==> src/rtl/x86rfs_pkg.sv <==
// Package for the x86 register file and stack block.
// Access-mode codes, controller states and the controller-to-datapath command struct.
// No dependencies.
package x86rfs_pkg;

   typedef enum logic [3:0] {
      MODE_RD32_REG = 4'd0,
      MODE_WR32_REG = 4'd1,
      MODE_RD8_REG  = 4'd2,
      MODE_WR8_REG  = 4'd3,
      MODE_RD32_MEM = 4'd4,
      MODE_WR32_MEM = 4'd5,
      MODE_RD8_MEM  = 4'd6,
      MODE_WR8_MEM  = 4'd7,
      MODE_PUSH     = 4'd8,
      MODE_POP      = 4'd9
   } mode_type;

   typedef enum logic [1:0] {
      ST_IDLE,
      ST_EXEC,
      ST_FINISH
   } state_type;

   // Controller to datapath
   typedef struct packed {
      logic capture;   // latch the accepted request beat
      logic execute;   // perform register/memory side effects, launch memory read
      logic load_out;  // move the result into the response register
   } cmd_type;

   localparam int unsigned REG_COUNT  = 8;
   localparam int unsigned WORD_BYTES = 4;
   localparam logic [2:0]  STACK_REG  = 3'd4;
   localparam logic [31:0] STACK_STEP = 32'd4;
   localparam logic [31:0] KEEP_HI24  = 32'hffffff00;
   localparam logic [31:0] KEEP_NOT_B1 = 32'hffff00ff;
   localparam logic [7:0]  BYTE_MASK  = 8'hFF;

endpackage

==> src/rtl/x86rfs_ctrl.sv <==
// Controller for the x86 register file and stack block.
// Sequences capture, execute and response load; owns the handshake state.
// Depends on x86rfs_pkg.
module x86rfs_ctrl (
   input  logic                clock,
   input  logic                reset,
   input  logic                req_valid,
   output logic                req_ready,
   output logic                rsp_valid,
   input  logic                rsp_ready,
   output x86rfs_pkg::cmd_type cmd
);
   import x86rfs_pkg::*;

   state_type state_ff, state_in;
   logic      rsp_valid_ff, rsp_valid_in;

   always_ff @(posedge clock) begin
      if (reset) begin
         state_ff     <= ST_IDLE;
         rsp_valid_ff <= 1'b0;
      end else begin
         state_ff     <= state_in;
         rsp_valid_ff <= rsp_valid_in;
      end
   end

   always_comb begin
      state_in     = state_ff;
      rsp_valid_in = rsp_valid_ff;
      cmd          = '0;
      req_ready    = 1'b0;
      if (rsp_valid_ff && rsp_ready) begin
         rsp_valid_in = 1'b0;
      end
      unique case (state_ff)
         ST_IDLE: begin
            req_ready = 1'b1;
            if (req_valid) begin
               cmd.capture = 1'b1;
               state_in    = ST_EXEC;
            end
         end
         ST_EXEC: begin
            cmd.execute = 1'b1;
            state_in    = ST_FINISH;
         end
         ST_FINISH: begin
            // wait for the response register to free up
            if (!rsp_valid_ff || rsp_ready) begin
               cmd.load_out = 1'b1;
               rsp_valid_in = 1'b1;
               state_in     = ST_IDLE;
            end
         end
         default: begin
            state_in = ST_IDLE;
         end
      endcase
   end

   assign rsp_valid = rsp_valid_ff;

endmodule

==> config.mk <==
export PLATFORM = sky130hd
export DESIGN_NAME = x86rfs_ctrl
export DESIGN_NICKNAME = d
export VERILOG_FILES = /design/src/rtl/x86rfs_pkg.sv /design/src/rtl/x86rfs_ctrl.sv
export SDC_FILE = /design/constraint.sdc
export NUM_CORES = 1
export LEC_CHECK = 0
export BUFFER_PORTS_ARGS = -buffer_cell sky130_fd_sc_hd__buf_2
export CORE_AREA = 4 4 41 43
export DETAILED_ROUTE_END_ITERATION = 16
export DIE_AREA = 0 0 45 47
export HOLD_SLACK_MARGIN = 0.05
export SETUP_SLACK_MARGIN = 0.2
export SLEW_MARGIN = 20
export SYNTH_ARGS = -nofsm -noshare
export SYNTH_HDL_FRONTEND = slang
export SYNTH_SLANG_ARGS = --single-unit
==> constraint.sdc <==
create_clock -name clock -period 1.15 [get_ports clock]
set_input_delay 0 -clock clock [delete_from_list [all_inputs] [get_ports clock]]
set_output_delay 0 -clock clock [all_outputs]
set_load 0.02 [all_outputs]
# After elaboration in Yosys (flattened, before gate mapping)
# Index checks and enable logic that the tools add are counted.
# classes
n_eq_ne	4
muxes	12
n_reduce_logical	5
# op_table
operator	n
two-way mux 1 bit	9
one-hot mux 2 bit (3 select lines)	1
two-way mux 2 bit	2
inequality test 2 bit (second input constant)	2
== test 2 x 1 -> 1 bit (second input constant)	1
== test 2 bit (second input constant)	1
zero test 2 bit	1
AND reduction 2 bit	1
logical AND 1 bit	1
zero test 1 bit	1
logical OR 1 bit	1
# totals
register_bits	3
out_inout_bits	5

# Logic depth before layout (Yosys ltp)
# logic_depth
ltp_word	4
mapped_depth	2

# Worst setup path after synthesis
# No wires, ideal clock.
# synth_path
path_kind	register -> register
start	register state_ff[1]
end	register state_ff[0]
setup_time_ns	0.066
arrival_time_ns	0.856
t_required_ns	1.084
setup_slack_ns	0.228
stages_incl_launch_ff	3
n_path_buf	0
synth_period_minus_slack_ns	0.922
path_cell_list	dfxtp_1 > nor3b_2 > nor2b_1
# synth_via
elab_chain_cells	3
elab_cells_between_ends	7
# synth_lines
element	line_no	text
from (decl)	x86rfs_ctrl.sv:15	state_type state_ff, state_in;
from (signal assigned)	x86rfs_ctrl.sv:23	state_ff <= state_in;
== test 2 bit or zero test 2 bit (tied branches)	x86rfs_ctrl.sv:36	unique case (state_ff)
inequality test 2 bit (no source line)	--	
AND reduction 2 bit (no source line)	--	
# Parallel ways exist; a longest one is shown, timed or not.
# A chain may end at the register's enable or synchronous reset.

==> impl_metrics.ini <==
[global_route]
met1_usage_pct = 2.72
grt.met2_usage_pct = 5.37
grt_max_degree = 6
use_met3_pct = 5.75
grt_busiest_layer = met3
overflow = 0
grt_pass1_vias = 137
grt_first_pass_wirelength_um = 496
grtUsageTotal_pct = 4.10
antenna_found_initial = 0

[die]
die_area_um2 = 2120
initial_core_util_pct = 10.7
num_rows = 13
die_y_um = 47
design.core.area_um2 = 1300
die_w_um = 45
pin_count = 9

[critical_path]
cp_max_fo = 5
end_kind = output pin
r2r_slack_ns = 0.30
arrival_ns = 0.95
cp.required_ns = 1.15
startpoint_type = flip-flop
r2r-end = state_ff[1]
worst-setup-path-type = flip-flop to output pin
ff2ff_path_depth = 2
timing.rr.start = state_ff[1]

[routing]
wl_per_cell_um = 8.05
vias = 132
firstDrtPassIters = 1
dr.first_iter.drc_count = 0
finalWirelength_um = 330
drc_errors = 0
via_per_inst = 3.22
ant_nets = 0

[min_path]
min_path_type = input pin to flip-flop
hold_start = rsp_ready
hold-path-endpoint = rsp_valid
hold_path_depth = 3

[final_layout]
diodes = 0
mostFrequentLayoutCells = buf_2 (5), clkbuf_4 (3), nor2b_1 (2), buf_4 (2)
final_common_cell = buf_2
layout.cells.non_filler = 41
syn2layout_area_growth_pct = 85.6
drive_gt1_share_pct = 61.5
fin_nets = 31
num-fill-cells = 165

[clocking]
postCtsSetupBuffers = 0
path_clk_slew_ns = 0.04
cts.sinks = 3
cts.path.max_buffers = 2
tritoncts.num_buffers = 3
worst_skew_pair.late_latency_ns = 0.23
htreeDepth = 1
cts_root_buf = clkbuf_4
tritoncts = yes

[timing]
fin_crit_sh_pct = 82.3
grt_setup_unrepaired = yes
slew_headroom_pct = 90.3
clock_skew_ns = 0.00125
worstMarginPinSlew_ns = 0.145
fmax_mhz = 1060
final_max_slew_viol_count = 0
hold_viol_final = 0
fin_hold_ws_ns = 0.0610
setup_slack_ns = 0.204
finalSetupTns_ns = 0
setup_viol = 0
period_needed_ns = 0.946

[job]
drv_cap = 0

[place]
io_buffer_count = 8
place.gp.congestion = 0.667
dp_cells = 36
place_ws_ns = 0.277

[logic_synthesis]
ys_warn_count = 0
synth.avg_cell_area_um2 = 10.7
synthesis.instances = 13
synth_nets = 17
ys_ff_latch = 3
ys_types = 9
yosysSeqAreaShare_pct = 43.2
syn-cell-area_um2 = 139

[power_and_ir_drop]
leakage_nw = 0.122
powerDensity_nw_per_um2 = 1370
peakVddDrop_mv = 0.291
power_w = 0.000354

[status]
outcome = complete, no violations
[worst max path at each step]
| stage | from | endpoint | slack, ns |
|---|---|---|---|
| after floorplan | state_ff[1] | state_ff[0] | 0.23 |
| after CTS | state_ff[0] | cmd[0] | 0.19 |
| after detailed placement | state_ff[1] | state_ff[1] | 0.28 |
| final | state_ff[0] | cmd[0] | 0.20 |
| after global placement | state_ff[1] | state_ff[1] | 0.30 |
| after global routing | state_ff[0] | cmd[0] | 0.15 |
[metal layers]
metal | routed length, um | up-vias
met5 | 0 | -
met4 | 0 | 0
met3 | 73 | 0
met2 | 144 | 9
met1 | 112 | 54
li1 | - | 69
[metrics by stage]
stage | util [%] | cell area, um^2
final | 19.8 | 258
after global routing | 19.8 | 258
after CTS | 19.8 | 258
after detailed placement | 15.2 | 198
after global placement | 15.2 | 198
after floorplan | - | 139
[area by class of cell]
type / instances / area [um^2] / area share [%]
multi-input combinational: 10 / 86.3 / 33.5
timing repair buffer: 9 / 61.3 / 23.8
sequential: 3 / 65.1 / 25.2
tap: 15 / 18.8 / 7.28
clock buffer: 4 / 26.3 / 10.2
[synthesized netlist by cell type, drive strengths merged]
master | count | area, um^2
nor2 | 1 | 3.75
o21ba | 1 | 10.0
nor2b | 2 | 12.5
and4bb | 1 | 12.5
nor3b | 1 | 12.5
dfxtp | 3 | 60.1
and2b | 1 | 10.0
a21oi | 1 | 5.00
nand2b | 2 | 12.5
[registers in the layout, indices dropped and copies added (netlist names)]
register and count:
state_ff 2, rsp_valid 1
[power by group]
group / internal, W / switching, W
Combinational: 0.0000318 / 0.0000255
Sequential: 0.000109 / 0.00000614
Clock: 0.000130 / 0.0000521
[worst max-delay path, cell delays in order (launching register included)]
cell and delay (ns):
dfxtp_2 0.33, nand2b_4 0.14, nor2b_1 0.10, buf_4 0.14
[cell families (layout without fill, tap and decap cells)]
| group | count (synthesis) | in the layout | share of synthesized area, % |
|---|---|---|---|
| AO/OA/AOI/OAI | 2 | 2 | 10.8 |
| buffers and inverters | 0 | 13 | 0 |
| AND/OR/NAND/NOR | 8 | 8 | 45.9 |
| flip-flops | 3 | 3 | 43.2 |
[what timing repair did]
item	in CTS	in global routing
gates resized for setup	8	0
pin swaps	1	0
hold buffers	1	0
gates cloned	0	0
setup endpoints to repair	3	3
hold endpoints to repair	3	0
Power figures use the tool's default switching activity.
